`src/rtl/core/assert_macros.svh`:
```
// Assertion helpers shared by the RTL.
`ifndef ASSERT_MACROS_SVH
`define ASSERT_MACROS_SVH

// Same-cycle implication.
`define ASSERT_IMPLIES(label, clk, rst, ante, cons) \
   label: assert property (@(posedge clk) disable iff (rst) (ante) |-> (cons)) \
      else $error("assertion failed");

// Next-cycle implication.
`define ASSERT_NEXT(label, clk, rst, ante, cons) \
   label: assert property (@(posedge clk) disable iff (rst) (ante) |=> (cons)) \
      else $error("assertion failed");

`endif

```
`src/rtl/core/ncp_pkg.sv`:
```
package ncp_pkg;

   localparam int InW       = 16;
   localparam int MagW      = 32;
   localparam int SqW       = 64;
   localparam int RootW     = 32;
   localparam int OneShift  = 14;
   localparam int QW        = OneShift + 1;
   localparam int RemW      = MagW + OneShift + 1;
   localparam int SqrtCells = RootW;
   localparam int DivCells  = QW;
   localparam int SqrtIdxW  = $clog2(SqrtCells);
   localparam int DivIdxW   = $clog2(DivCells);
   localparam int OutW      = QW + 1;

   typedef struct packed {
      logic [MagW-1:0] mx;
      logic [MagW-1:0] my;
      logic [MagW-1:0] mz;
      logic            negx;
      logic            negz;
      logic            degen;
   } ncp_tag_type;

   typedef struct packed {
      logic [SqW-1:0] rem;
      logic [SqW-1:0] res;
      ncp_tag_type    tag;
   } ncp_sqrt_type;

   typedef struct packed {
      logic [RootW-1:0] d;
      logic [RemW-1:0]  rx;
      logic [RemW-1:0]  ry;
      logic [RemW-1:0]  rz;
      logic [QW-1:0]    qx;
      logic [QW-1:0]    qy;
      logic [QW-1:0]    qz;
      logic             negx;
      logic             negz;
      logic             degen;
   } ncp_div_type;

endpackage

```
`src/rtl/core/ncp_div_cell.sv`:
```
module ncp_div_cell import ncp_pkg::*; (
   input  logic               clock,
   input  logic               reset,
   input  logic               en,
   input  logic [DivIdxW-1:0] idx,
   input  logic               valid_i,
   input  ncp_div_type        data_i,
   output logic               valid_o,
   output ncp_div_type        data_o
);

   logic [RemW-1:0] dsh;
   logic            gx, gy, gz;
   logic            valid_ff;
   ncp_div_type     data_ff, data_in;

   // Each cell settles one quotient bit for all three lanes.
   assign dsh = RemW'(data_i.d) << idx;
   assign gx  = data_i.rx >= dsh;
   assign gy  = data_i.ry >= dsh;
   assign gz  = data_i.rz >= dsh;

   always_comb begin
      data_in    = data_i;
      data_in.rx = gx ? data_i.rx - dsh : data_i.rx;
      data_in.ry = gy ? data_i.ry - dsh : data_i.ry;
      data_in.rz = gz ? data_i.rz - dsh : data_i.rz;
      data_in.qx = data_i.qx | (QW'(gx) << idx);
      data_in.qy = data_i.qy | (QW'(gy) << idx);
      data_in.qz = data_i.qz | (QW'(gz) << idx);
   end

   always_ff @(posedge clock) begin
      if (reset) begin
         valid_ff <= 1'b0;
      end else if (en) begin
         valid_ff <= valid_i;
      end
   end

   always_ff @(posedge clock) begin
      if (en) begin
         data_ff <= data_in;
      end
   end

   assign valid_o = valid_ff;
   assign data_o  = data_ff;

endmodule

```
`config.mk`:
```
export PLATFORM = sky130hd
export DESIGN_NAME = ncp_div_cell
export DESIGN_NICKNAME = d
export VERILOG_FILES = /design/src/rtl/core/assert_macros.svh /design/src/rtl/core/ncp_pkg.sv /design/src/rtl/core/ncp_div_cell.sv
export SDC_FILE = /design/constraint.sdc
export NUM_CORES = 1
export LEC_CHECK = 0
export ABC_AREA = 1
export BUFFER_PORTS_ARGS = -buffer_cell sky130_fd_sc_hd__buf_2
export CORE_UTILIZATION = 35
export CTS_CLUSTER_DIAMETER = 30
export DETAILED_ROUTE_END_ITERATION = 10
export SYNTH_ARGS = -nofsm -noshare
export SYNTH_HDL_FRONTEND = slang
export SYNTH_SLANG_ARGS = --single-unit
export TNS_END_PERCENT = 20
```
`constraint.sdc`:
```
create_clock -name clock -period 4.1 [get_ports clock]
set_clock_uncertainty 0.05 [all_clocks]
set_input_delay 0.205 -clock clock [delete_from_list [all_inputs] [get_ports clock]]
set_output_delay 0.205 -clock clock [all_outputs]
set_load 0.05 [all_outputs]
```
==> key figures <==
Die
  – DIE WIDTH: approximately 250 µm
  – Core ar.: just over 60000 µm²
  – Die area: approximately 62000 µm²
  – Core Rows: 90
  – Die height: around 250 µm
  – Top Ports: 451
  – Initial Utilization: ~35%

STA
  – Peak Freq: about 270 MHz
  – Min Clock Period, post-route: 3.76 ns
  – Hold Worst Slack: approximately 0.027 ns
  – Share of the cycle needed by the critical path after routing: between 90% and 100%
  – RSZ-0062 raised after global routing: false
  – Setup TNS: 0 ns
  – Final setup fails: 0
  – Final Max Tran Viols: 0
  – Final Hold Viols: 0
  – Worst slew margin: 22.9%
  – Worst slew pin tran: between 1 and 1.5 ns

Power and ir drop
  – Max rail drop VDD: approximately 0.31 mV
  – Leakage: about 15 nW
  – PD cells: ~460 nW/µm²

CTS
  – CTS clk-pin slew, worst paths: 0.04 ns
  – H-Tree Level Count: 3
  – TritonCTS Buffers: 66
  – Clock root buffer: clkbuf_16
  – Clk sinks: approximately 220
  – Clock buffer depth: 3
  – Clk_lat worst skew: between 0.6 and 0.7 ns
  – CTS tree: done
  – Post-CTS Setup Bufs: 0

Synthesis
  – Simple-Gate Fraction of Synth Area: approximately 33%
  – Largest family of logic cells by synthesized area: simple AND/OR/NAND/NOR gates
  – Gate Count Post-Synth: about 3100
  – Post-synthesis net count: about 3500
  – Synth Area per Inst: between 6 and 7 µm²
  – Xor/xnor cell area share of the yosys netlist: ~3.2%
  – Post-synthesis sequential area ratio: roughly 31%
  – Post-Syn Area: 21400 µm²
  – Mux contribution to synthesized area: less than 1%
  – Ys flop type: edfxtp_1
  – Netlist cell types: 44
  – Adder-Cell Fraction of Synth Area: around 8.7%
  – Number of flops mapped to enable cells by yosys: ~220
  – Compound-Gate Fraction of Synth Area: 15.4%
  – #FFs+latches synth: between 200 and 250
  – Synth async-reset ratio: 0%
  – Synth Warn #: 0

Global routing
  – Global-route wire length before repair: approximately 150 mm
  – Initial antenna violation count: 4
  – GRT Residual Overflow: 0
  – Total Routing Usage GR: between 30% and 40%
  – Vias in the first global route: 24400
  – Largest net degree at the start of global routing: 120

Route
  – DR top layer: met5
  – Met2 WL: around 45 mm
  – DR DRC count: 0
  – Met3 Wirelength: roughly 7.4 mm
  – Antenna Nets Post-Route: 0
  – Via count: around 25000
  – Detailed-route vias per instance: 5.11
  – TritonRoute pass-1 iters: 5
  – Final WL: 101 mm
  – Initial drt markers: about 2100
  – Avg WL per Cell: roughly 20 µm
  – Met1 Wirelength: between 40 and 50 mm

Worst setup path
  – Slowest cell on crit path: dlygate4sd3_1
  – Worst path max stage delay: 0.56 ns
  – Crit end category: flop
  – Critical path cell sequence: dlygate4sd3_1 > buf_2 > mux2i_1 > nor2_1 > a31oi_1 > nand2_1 > nand3_1 > buf_4 > ha_1 > nand2_1 > nand2_1 > nand2_1 > nand2_1 > nand2_1 > nand2_1 > a21oi_1 > nand4_4 > buf_12 > buf_12 > nand3_1 > nand2_1
  – Crit path max fanout: 26
  – Data arrival time of the critical path: 4.07 ns
  – Crit start category: primary input
  – Crit Path Class: primary input to flop
  – CP Data Required Time: about 4.4 ns
  – CP most frequent cell: nand2_1

Placement
  – Placer Congestion: between 1 and 1.5
  – DP Wirelength: 81.5 mm
  – I/O Buffers: 450
  – Post-placement cell count: 4640

Finish
  – Most common cell after layout, fill and taps aside: nand2_1
  – Area Overhead vs Synth: 48.2%
  – Layout cells sized above 1: between 20% and 30%
  – Nets: 4512
  – Final Non-Filler Cells: roughly 5000
  – Commonest non-fill, non-tap cells in the layout: nand2_1, buf_2, nor2_1, buf_4, inv_1

Run
  – Max-Cap Viols: 0

Worst hold path
  – Hold Crit Class: primary input to flop

Outcome
  – Outcome: complete, no violations
## timing repair
item,CTS,global route
hold buffers,209,1
setup endpoints to repair,0,1
endpoints found under the hold margin,208,1
gates resized for setup,0,1
## registers in the layout, summed over array words and instances (netlist names)
name     cells
valid_o      1
data_o     221
## synth_stat cells (35+ instances only)
cell,number,share of area [%]
a21oi_1,241,5.6
a21oi_2,35,1.4
edfxtp_1,221,31
ha_1,144,8.4
inv_1,316,5.5
nand2_1,918,16
nand3_1,221,5.2
nand4_1,69,2.0
nor2_1,363,6.4
o21ai_0,158,3.7
o21bai_1,86,3.0
xnor2_1,53,2.2
## worst max-delay path: cells and delay by family
family	cells	cell delay, ns
compound gates	2	0.60
fa+ha+maj	1	0.28
buf+inv	5	1.29
mux	1	0.18
simple gates	12	1.49
## power by group
part	total (mW)	switching, mW	internal, mW
Clock	5.36	1.74	3.62
Combinational	6.03	3.96	2.07
Sequential	3.08	0.127	2.95
Total	14.5	5.83	8.64
## metal layers
metal	GRT usage, %	vias to the layer above
met5	0	-
met4	14.0	4
met3	5.11	211
met2	50.4	1063
met1	42.1	11600
li1	-	12500
## worst paths after layout
check / start / to / slack (ns) / cells after the start
worst max-delay path: data_i[218] / data_o[137]$_DFFE_PP_ / 0.34 / 21
worst min-delay path: data_i[67] / data_o[67]$_DFFE_PP_ / 0.03 / 3
worst max register to register: valid_o$_SDFFE_PP0P_ / valid_o$_SDFFE_PP0P_ / 2.78 / 3
worst min register to register: valid_o$_SDFFE_PP0P_ / valid_o$_SDFFE_PP0P_ / 1.14 / 3
## cell type report
class                           instances  area, µm²
Antenna cell                            2       5.00
Clock buffer                           72       1670
Clock inverter                         50        658
Fill cell                            5911      28700
Inverter                              330       1240
Multi-Input combinational cell       2477      13100
Sequential cell                       222       6660
Tap cell                              782        978
Timing Repair Buffer                 1039       7410
## kinds of logic (layout without fill, tap and decap cells)
kind of cell,after synthesis,after routing
AND/OR/NAND/NOR,1673,1673
other,0,2
buffers and inverters,403,1491
flip-flops,222,222
AO/OA/AOI/OAI,568,568
XOR/XNOR,77,77
adder cells (fa/ha/maj),147,147
multiplexers,12,12
## stage by stage
stage,cell area [µm²],power [mW],utilization [%],setup slack [ns]
final,31700,14.5,52.5,0.338
after global routing,31700,15.1,52.5,0.0677
after CTS,31700,14.5,52.5,0.399
after detailed placement,27200,8.88,45.1,0.0163
after global placement,27200,8.88,45.1,0.0409
after floorplan,21400,6.63,-,0.833
Note: power is estimated with default switching activity, not from simulation.
