===== src/rtl/core/assert_macros.svh =====
// Assertion helpers shared by the RTL.
`ifndef ASSERT_MACROS_SVH
`define ASSERT_MACROS_SVH

// Same-cycle implication.
`define ASSERT_IMPLIES(label, clk, rst, ante, cons) \
   label: assert property (@(posedge clk) disable iff (rst) (ante) |-> (cons)) \
      else $error("assertion failed");

// Next-cycle implication.
`define ASSERT_NEXT(label, clk, rst, ante, cons) \
   label: assert property (@(posedge clk) disable iff (rst) (ante) |=> (cons)) \
      else $error("assertion failed");

`endif


===== src/rtl/core/ncp_pkg.sv =====
package ncp_pkg;

   localparam int InW       = 16;
   localparam int MagW      = 32;
   localparam int SqW       = 64;
   localparam int RootW     = 32;
   localparam int OneShift  = 14;
   localparam int QW        = OneShift + 1;
   localparam int RemW      = MagW + OneShift + 1;
   localparam int SqrtCells = RootW;
   localparam int DivCells  = QW;
   localparam int SqrtIdxW  = $clog2(SqrtCells);
   localparam int DivIdxW   = $clog2(DivCells);
   localparam int OutW      = QW + 1;

   typedef struct packed {
      logic [MagW-1:0] mx;
      logic [MagW-1:0] my;
      logic [MagW-1:0] mz;
      logic            negx;
      logic            negz;
      logic            degen;
   } ncp_tag_type;

   typedef struct packed {
      logic [SqW-1:0] rem;
      logic [SqW-1:0] res;
      ncp_tag_type    tag;
   } ncp_sqrt_type;

   typedef struct packed {
      logic [RootW-1:0] d;
      logic [RemW-1:0]  rx;
      logic [RemW-1:0]  ry;
      logic [RemW-1:0]  rz;
      logic [QW-1:0]    qx;
      logic [QW-1:0]    qy;
      logic [QW-1:0]    qz;
      logic             negx;
      logic             negz;
      logic             degen;
   } ncp_div_type;

endpackage


===== src/rtl/core/ncp_sqrt_cell.sv =====
module ncp_sqrt_cell import ncp_pkg::*; (
   input  logic                clock,
   input  logic                reset,
   input  logic                en,
   input  logic [SqrtIdxW-1:0] idx,
   input  logic                valid_i,
   input  ncp_sqrt_type        data_i,
   output logic                valid_o,
   output ncp_sqrt_type        data_o
);

   logic [SqW-1:0] step_w;
   logic [SqW-1:0] trial;
   logic           take;
   logic           valid_ff;
   ncp_sqrt_type   data_ff, data_in;

   // This cell decides one bit of the root, taking bits from the top down.
   assign step_w = SqW'(1) << (6'(SqW - 2) - {idx, 1'b0});
   assign trial  = data_i.res + step_w;
   assign take   = data_i.rem >= trial;

   always_comb begin
      data_in     = data_i;
      data_in.rem = take ? data_i.rem - trial : data_i.rem;
      data_in.res = take ? (data_i.res >> 1) + step_w : data_i.res >> 1;
   end

   always_ff @(posedge clock) begin
      if (reset) begin
         valid_ff <= 1'b0;
      end else if (en) begin
         valid_ff <= valid_i;
      end
   end

   always_ff @(posedge clock) begin
      if (en) begin
         data_ff <= data_in;
      end
   end

   assign valid_o = valid_ff;
   assign data_o  = data_ff;

endmodule


===== config.mk =====
export PLATFORM = sky130hd
export DESIGN_NAME = ncp_sqrt_cell
export DESIGN_NICKNAME = d
export VERILOG_FILES = /design/src/rtl/core/assert_macros.svh /design/src/rtl/core/ncp_pkg.sv /design/src/rtl/core/ncp_sqrt_cell.sv
export SDC_FILE = /design/constraint.sdc
export NUM_CORES = 1
export LEC_CHECK = 0
export BUFFER_PORTS_ARGS = -buffer_cell sky130_fd_sc_hd__clkbuf_2
export CAP_MARGIN = 20
export CORE_AREA = 2 2 297 152
export CTS_CLUSTER_DIAMETER = 200
export CTS_CLUSTER_SIZE = 14
export DETAILED_ROUTE_END_ITERATION = 10
export DIE_AREA = 0 0 299 154
export PLACE_DENSITY_LB_ADDON = 0.25
export SLEW_MARGIN = 20
export SYNTH_ARGS = -nofsm -noshare
export SYNTH_HDL_FRONTEND = slang
export SYNTH_SLANG_ARGS = --single-unit

===== constraint.sdc =====
create_clock -name clock -period 7.3 [get_ports clock]
set_input_delay 0.73 -clock clock [delete_from_list [all_inputs] [get_ports clock]]
set_output_delay 0.73 -clock clock [all_outputs]
set_load 0.03 [all_outputs]

==> results of run 1 <==
==> worst max path at each step <==
stage	start	endpoint	slack [ns]	cells past startpoint
after floorplan	idx[0]	data_o[161]	1.50	25
after global placement	idx[0]	data_o[158]	0.54	24
after detailed placement	idx[0]	data_o[161]	0.42	26
after CTS	idx[0]	data_o[161]	0.93	26
after global routing	idx[0]	data_o[220]	0.40	26
final	idx[0]	data_o[161]	0.80	26
==> power by group through the flow <==
stage	logic, mW	registers, mW	clock network (mW)
6_report	1.38	1.66	1.01
5_1_grt	1.48	1.67	1.09
4_1_cts	1.37	1.66	1.05
3_5_place_dp	1.36	1.69	0
3_3_place_gp	1.36	1.69	0
2_1_floorplan	0.593	1.97	0
==> kinds of logic (layout without fill, tap and decap cells) <==
logic type	after synthesis	count (layout)
AND/OR/NAND/NOR	639	639
AO/OA/AOI/OAI	566	566
flip-flops	228	228
XOR/XNOR	180	180
adder cells (fa/ha/maj)	130	130
buffers and inverters	93	549
multiplexers	8	8
other	0	5
==> cell usage in the layout, fill, tap and decap left out, drive strengths merged, types with 24 or more instances in the layout <==
cell type / synthesis / final
clkbuf: 40 / 491
edfxtp: 227 / 227
nand2: 206 / 206
nor2: 202 / 202
a21oi: 179 / 179
ha: 126 / 126
o21ai: 124 / 124
xor2: 97 / 97
xnor2: 83 / 83
a31oi: 60 / 60
nand3: 39 / 39
a21o: 38 / 38
nand4: 32 / 32
nor3: 31 / 31
o21bai: 31 / 31
buf: 26 / 29
and3: 28 / 28
inv: 27 / 28
and2: 24 / 24
==> synth_stat cells (all sizes together), types with 4 or more instances <==
master	count
nand3b	6
a21oi	179
ha	126
and4	8
o21bai	31
o221ai	5
nor2b	16
a41oi	5
or2	6
o21ai	124
edfxtp	227
nand4	32
a31oi	60
o21a	12
xnor2	83
a21o	38
a31o	16
nor4	7
xor2	97
and3	28
or3	6
and2	24
nor3	31
o41ai	7
a21boi	7
clkbuf	40
o211a	4
a211oi	12
inv	27
o211ai	12
o31ai	16
nand3	39
nor3b	4
a211o	4
nand2b	14
nand2	206
nor2	202
mux2i	8
buf	26
==> layout make-up <==
| cell class | instances | area, sq um |
|---|---|---|
| Clock inverter | 2 | 27.5 |
| Fill cell | 4233 | 22400 |
| Tap cell | 588 | 736 |
| Timing Repair Buffer | 491 | 2600 |
| Multi-Input combinational cell | 1523 | 9970 |
| Antenna cell | 5 | 12.5 |
| Sequential cell | 228 | 6840 |
| Clock buffer | 29 | 534 |
| Inverter | 27 | 101 |
==> layer usage <==
| metal | track usage (%) | vias up |
|---|---|---|
| li1 | - | 7817 |
| met3 | 3.42 | 73 |
| met1 | 35.6 | 7711 |
| met5 | 0 | - |
| met4 | 7.31 | 0 |
| met2 | 39.6 | 594 |
==> per-stage QoR <==
| stage | std cells | total power, mW |
|---|---|---|
| after detailed placement | 2857 | 3.05 |
| after CTS | 2888 | 4.08 |
| after floorplan | 1844 | 2.56 |
| after global routing | 2893 | 4.25 |
| after global placement | 2857 | 3.05 |
| final | 2893 | 4.05 |
==> critical path, delay by kind of cell <==
family | cells | cell delay, ns
AOI/OAI and AO/OA | 14 | 2.93
xor gates and xnor gates | 1 | 0.17
adders and majority gates | 2 | 0.73
buffers and inverters | 2 | 0.33
muxes | 1 | 0.16
and+or+nand+nor | 6 | 1.83
==> sequential cells by signal, indices dropped and copies added, names as in the netlist <==
register,cells
valid_o,1
data_o,227
==> impl_metrics.sql, run 1 <==
INSERT INTO impl_metrics (metric_group, metric, value, unit) VALUES
('synth', 'postSynthCellCount', '1844', ''),
('detailed_routing', 'wl_met3', '3.95', 'mm'),
('detailed_routing', 'final_antenna_net_count', '0', ''),
('worst_setup_path', 'critPathKind', 'input port to flop', ''),
('worst_setup_path', 'worst-path-max-fanout', '34', ''),
('timing', 'post-route-period-util', '89.0', '%'),
('power_and_ir_drop', 'p_sw_share', '36.6', '%'),
('clock_tree', 'cts.hold.buffers_added', '0', ''),
('detailed_routing', 'route.detailed.wl_per_inst', '20.7', 'um'),
('synth', 'synth.area.top_cells', 'sky130_fd_sc_hd__edfxtp_1, sky130_fd_sc_hd__ha_1, sky130_fd_sc_hd__a21oi_1', ''),
('cells_and_area', 'nNetsFinal', '2654', ''),
('synth', 'ys_ff_latch', '228', ''),
('synth', 'post_synth_fa_ha_maj_area_fraction', '9.45', '%'),
('worst_setup_path', 'timing.reg2reg.worst_path_depth', '2', ''),
('placed_design', 'port_buffers', '463', ''),
('synth', 'netlist-cell-type-count', '93', ''),
('worst_hold_path', 'min_delay_path_depth', '2', ''),
('placed_design', 'detailed_place_hpwl', '48.5', 'mm'),
('synth', 'sequential_to_total_area_share_from_yosys_stat', '39.7', '%'),
('timing', 'min_period', '6.50', 'ns'),
('synth', 'post_synth_xor_area_fraction', '9.16', '%'),
('clock_tree', 'number_of_h_tree_branching_levels', '1', ''),
('worst_hold_path', 'hold_path_class', 'input port to flop', ''),
('cells_and_area', 'share_of_the_core_filled_with_cells_in_the_final_layout', '48.2', '%'),
('timing', 'hold_ws', '0.354', 'ns'),
('worst_setup_path', 'critical_path.reg2reg.startpoint', 'valid_o', ''),
('detailed_routing', 'avgViaCountPerCell', '5.60', ''),
('synth', 'synth_top_family_by_area', 'compound AO/OA/AOI/OAI gates', ''),
('floorplanning', 'design.core.area', '0.0432', 'sq mm'),
('clock_tree', 'clock_path_buffers', '3', ''),
('detailed_routing', 'met1Wirelength', '27.0', 'mm'),
('detailed_routing', 'vias', '16200', ''),
('worst_setup_path', 'critical_path.startpoint_type', 'input port', ''),
('outcome', 'result_of_the_run', 'completed', ''),
('power_and_ir_drop', 'power.net_switching', '1.48', 'mW'),
('worst_setup_path', 'reg2reg_to', 'valid_o', ''),
('worst_setup_path', 'slowest_stage', 'sky130_fd_sc_hd__nor4_1', ''),
('global_route', 'grt_start_max_net_pins', '87', ''),
('detailed_routing', 'detailedRoute.firstIterationViolations', '1503', ''),
('floorplanning', 'dieWidth', '299', 'um'),
('worst_setup_path', 'slowest_delay', '0.55', 'ns'),
('global_route', 'antenna_found_initial', '5', ''),
('synth', 'synthMuxAreaShare', '0.465', '%'),
('synth', 'async_flop_share', '0', '%'),
('global_route', 'gr_ovfl_total', '0', ''),
('synth', 'synthSimpleGateAreaFrac', '17.4', '%'),
('worst_setup_path', 'cp-end-kind', 'flop', ''),
('timing', 'setup_total_negative_slack', '0', 'ns'),
('global_route', 'wire_length_of_the_first_global_routing_pass', '89.2', 'mm'),
('power_and_ir_drop', 'clock_power_share', '25.0', '%'),
('synth', 'synth_flop_cell', 'sky130_fd_sc_hd__edfxtp_1', ''),
('cells_and_area', 'area_growth', '21.0', '%'),
('clock_tree', 'cts_sinks', '228', ''),
('synth', 'synth_fp_nets', '2207', ''),
('timing', 'rsz0062_at_grt', 'no', ''),
('floorplanning', 'std_cell_rows', '54', ''),
('power_and_ir_drop', 'power.combinational.fraction', '34.0', '%'),
('clock_tree', 'cts-buffers-inserted', '20', ''),
('placed_design', 'post-place-ws', '0.424', 'ns'),
('clock_tree', 'post_cts_buffers', '0', ''),
('detailed_routing', 'wl_met2', '27.4', 'mm'),
('placed_design', 'place_area', '0.0202', 'sq mm'),
('cells_and_area', 'layout-drive-gt1-share', '24.7', '%'),
('synth', 'synthesis.area', '0.0172', 'sq mm'),
('timing', 'worst_slack', '0.803', 'ns'),
('synth', 'yosys_warnings', '0', ''),
('worst_hold_path', 'hold_end', 'valid_o', ''),
('power_and_ir_drop', 'p_seq_share', '41.0', '%'),
('timing', 'worst-slew-pin-transition', '1.02', 'ns'),
('clock_tree', 'clkLatencyLatePin', '0.52', 'ns'),
('power_and_ir_drop', 'static-leakage-power', '8.78', 'nW');
No activity file was read; power rests on OpenSTA's default activity.
==> run 2: changes to the inputs <==
PLACE_DENSITY_LB_ADDON = 0.08   (was 0.25)
==> run 2 against run 1 <==
Power fell by 0.17%. Sequential share of layout area hardly changed. Routed wire length up 1.2%. Sequential cell count unchanged. Largest power group unchanged. Clock power barely moved. Maximum frequency decreased by 4.0%.
==> impl_metrics.sql, run 2 (same netlist as run 1, synthesis figures left out) <==
INSERT INTO impl_metrics (metric_group, metric, value, unit) VALUES
('clock_tree', 'clock_path_buffers', '3', ''),
('cells_and_area', 'multi_input_area', '0.00997', 'sq mm'),
('detailed_routing', 'final_antenna_net_count', '0', ''),
('global_route', 'grt_use_met1', '33.3', '%'),
('placed_design', 'gp_congestion', '0.920', ''),
('power_and_ir_drop', 'power_density', '194', 'mW/mm^2'),
('global_route', 'use_met3', '8.15', '%'),
('global_route', 'grt_start_max_net_pins', '141', ''),
('clock_tree', 'cts_tree', 'yes', ''),
('floorplanning', 'std_cell_rows', '54', ''),
('timing', 'min_period', '6.77', 'ns'),
('clock_tree', 'cts-buffers-inserted', '20', ''),
('detailed_routing', 'route.detailed.wl_per_inst', '21.0', 'um'),
('worst_setup_path', 'cp_data_arrival_time', '7.03', 'ns'),
('clock_tree', 'cts.hold.buffers_added', '0', ''),
('cells_and_area', 'fillerInstances', '4284', ''),
('job', 'cap_viol_max_count', '0', ''),
('floorplanning', 'dieWidth', '299', 'um'),
('worst_hold_path', 'hold_path_class', 'input port to flop', ''),
('cells_and_area', 'layout.cells.most_common', 'sky130_fd_sc_hd__clkbuf_2', ''),
('cells_and_area', 'layout-drive-gt1-share', '24.5', '%'),
('clock_tree', 'post_cts.resized_instances', '0', ''),
('power_and_ir_drop', 'peak_vdd_ir', '0.155', 'mV'),
('clock_tree', 'clkLatencyLatePin', '0.52', 'ns'),
('worst_setup_path', 'worst-path-max-fanout', '39', ''),
('placed_design', 'detailed_place_hpwl', '49.3', 'mm'),
('timing', 'fin_worst_skew', '0', 'ns'),
('detailed_routing', 'detailedRoute.firstIterationViolations', '1269', ''),
('power_and_ir_drop', 'static-leakage-power', '8.76', 'nW'),
('timing', 'rsz0062_at_grt', 'no', ''),
('timing', 'setup_total_negative_slack', '0', 'ns'),
('floorplanning', 'floorplan.die.height', '154', 'um'),
('floorplanning', 'initial_core_util', '39.8', '%'),
('timing', 'worst-slew-pin-transition', '0.957', 'ns'),
('worst_setup_path', 'critical_path.startpoint', 'idx[0]', ''),
('placed_design', 'port_buffers', '463', ''),
('clock_tree', 'post_cts_buffers', '0', ''),
('global_route', 'grt_busiest_layer', 'met2', ''),
('timing', 'max_freq', '148', 'MHz'),
('worst_setup_path', 'cp-end-kind', 'flop', ''),
('worst_setup_path', 'required', '7.57', 'ns'),
('clock_tree', 'number_of_h_tree_branching_levels', '1', ''),
('detailed_routing', 'total_wire_length_after_detailed_routing', '60.7', 'mm'),
('floorplanning', 'design.core.area', '0.0432', 'sq mm'),
('cells_and_area', 'area_growth', '20.8', '%'),
('detailed_routing', 'avgViaCountPerCell', '5.51', ''),
('timing', 'post-route-period-util', '92.7', '%'),
('detailed_routing', 'vias', '15900', ''),
('clock_tree', 'cts_sinks', '228', ''),
('cells_and_area', 'nNetsFinal', '2649', ''),
('cells_and_area', 'most-common-layout-cells', 'sky130_fd_sc_hd__clkbuf_2, sky130_fd_sc_hd__edfxtp_1, sky130_fd_sc_hd__nand2_1, sky130_fd_sc_hd__nor2_1, sky130_fd_sc_hd__a21oi_1', ''),
('timing', 'max-slew-margin-rel', '36.2', '%'),
('detailed_routing', 'detail_route.drc_violations', '0', ''),
('floorplanning', 'design.portCount', '464', ''),
('cells_and_area', 'register_area', '0.00684', 'sq mm'),
('global_route', 'wire_length_of_the_first_global_routing_pass', '90.4', 'mm'),
('global_route', 'global_router_s_overall_resource_usage', '25.4', '%'),
('worst_setup_path', 'critical_path.reg2reg.startpoint', 'valid_o', ''),
('clock_tree', 'clock_slew_at_the_register_clock_pins_of_the_worst_setup_and_hold_paths', '0.06', 'ns'),
('global_route', 'met2_usage', '41.4', '%'),
('global_route', 'number_of_global_route_vias_before_repair', '15000', ''),
('placed_design', 'place_area', '0.0202', 'sq mm'),
('floorplanning', 'floorplan.die_area', '0.0460', 'sq mm'),
('cells_and_area', 'post-route-cell-area', '0.0208', 'sq mm'),
('worst_hold_path', 'holdCritStartpoint', 'reset', ''),
('global_route', 'antenna_found_initial', '6', ''),
('cells_and_area', 'largest_reg_flops', '227', ''),
('worst_setup_path', 'critical_path.startpoint_type', 'input port', ''),
('timing', 'drv_slew', '0', ''),
('global_route', 'gr_ovfl_total', '0', ''),
('worst_setup_path', 'critPathKind', 'input port to flop', ''),
('clock_tree', 'cts_root_buffer', 'sky130_fd_sc_hd__clkbuf_16', ''),
('timing', 'report.final.hold_viol_count', '0', ''),
('detailed_routing', 'drt_first_pass_iters', '6', ''),
('outcome', 'result_of_the_run', 'completed', ''),
('timing', 'report.final.setup_viol', '0', '');
## run 2: cell count changes in the layout (fill, tap and decap cells not counted)
| cell | delta |
|---|---|
| sky130_fd_sc_hd__buf_12 | +1 |
| sky130_fd_sc_hd__buf_4 | -6 |
| sky130_fd_sc_hd__diode_2 | -1 |
## run 2: critical path, stage by stage
cell and delay (ns):
sky130_fd_sc_hd__clkbuf_2 0.15, sky130_fd_sc_hd__nand2b_1 0.47, sky130_fd_sc_hd__nor2_1 0.15, sky130_fd_sc_hd__ha_1 0.39, sky130_fd_sc_hd__nand4_1 0.24, sky130_fd_sc_hd__nor2_1 0.21
sky130_fd_sc_hd__nand3_1 0.14, sky130_fd_sc_hd__o41ai_2 0.53, sky130_fd_sc_hd__a31oi_1 0.28, sky130_fd_sc_hd__o21ai_1 0.29, sky130_fd_sc_hd__nand3_1 0.17, sky130_fd_sc_hd__a21boi_0 0.26
sky130_fd_sc_hd__xnor2_1 0.23, sky130_fd_sc_hd__ha_1 0.40, sky130_fd_sc_hd__a21oi_1 0.25, sky130_fd_sc_hd__a21oi_1 0.15, sky130_fd_sc_hd__o21ai_0 0.26, sky130_fd_sc_hd__o2111ai_1 0.19
sky130_fd_sc_hd__a21o_1 0.21, sky130_fd_sc_hd__a21oi_1 0.27, sky130_fd_sc_hd__nand2_4 0.41, sky130_fd_sc_hd__buf_12 0.32, sky130_fd_sc_hd__buf_12 0.15, sky130_fd_sc_hd__nor2_1 0.10
sky130_fd_sc_hd__a21oi_1 0.05
## run 2: worst paths after layout
| kind | slack [ns] | cells past startpoint | endpoint |
|---|---|---|---|
| worst max-delay path | 0.53 | 25 | data_o[188] |
| worst min register to register | 0.50 | 2 | valid_o |
| worst max register to register | 6.72 | 2 | valid_o |
| worst min-delay path | 0.36 | 2 | valid_o |
## run 2: power by group
part	total, mW	switching, mW	internal, mW
logic	1.37	0.936	0.436
registers	1.66	0.0409	1.62
clock network	1.01	0.501	0.511
## run 2: area by class of cell
cell class / instances / share of cell area (%)
clock inverter: 2 / 0.132
clock buffer: 29 / 2.57
multi-input combinational: 1523 / 48.0
antenna: 4 / 0.0481
timing repair buffer: 486 / 12.4
inverter: 27 / 0.487
sequential: 228 / 32.9
tap: 588 / 3.54
## run 2: layer usage
layer	vias up	share of wire [%]
met5	-	0.063
met3	54	8.8
li1	7809	-
met4	4	1.5
met1	7493	44
met2	534	45
## run 2: through the flow
stage                     utilization (%)  std cells  setup slack [ns]  power, mW  hold WS (ns)
after detailed placement             46.8       2852             0.179       3.05         0.490
after global routing                 48.1       2886            0.0608       4.25         0.342
after floorplan                         -       1844              1.50       2.56         0.630
after global placement               46.8       2852             0.351       3.05         0.482
final                                48.1       2887             0.534       4.04         0.360
after CTS                            48.1       2883             0.723       4.08         0.327
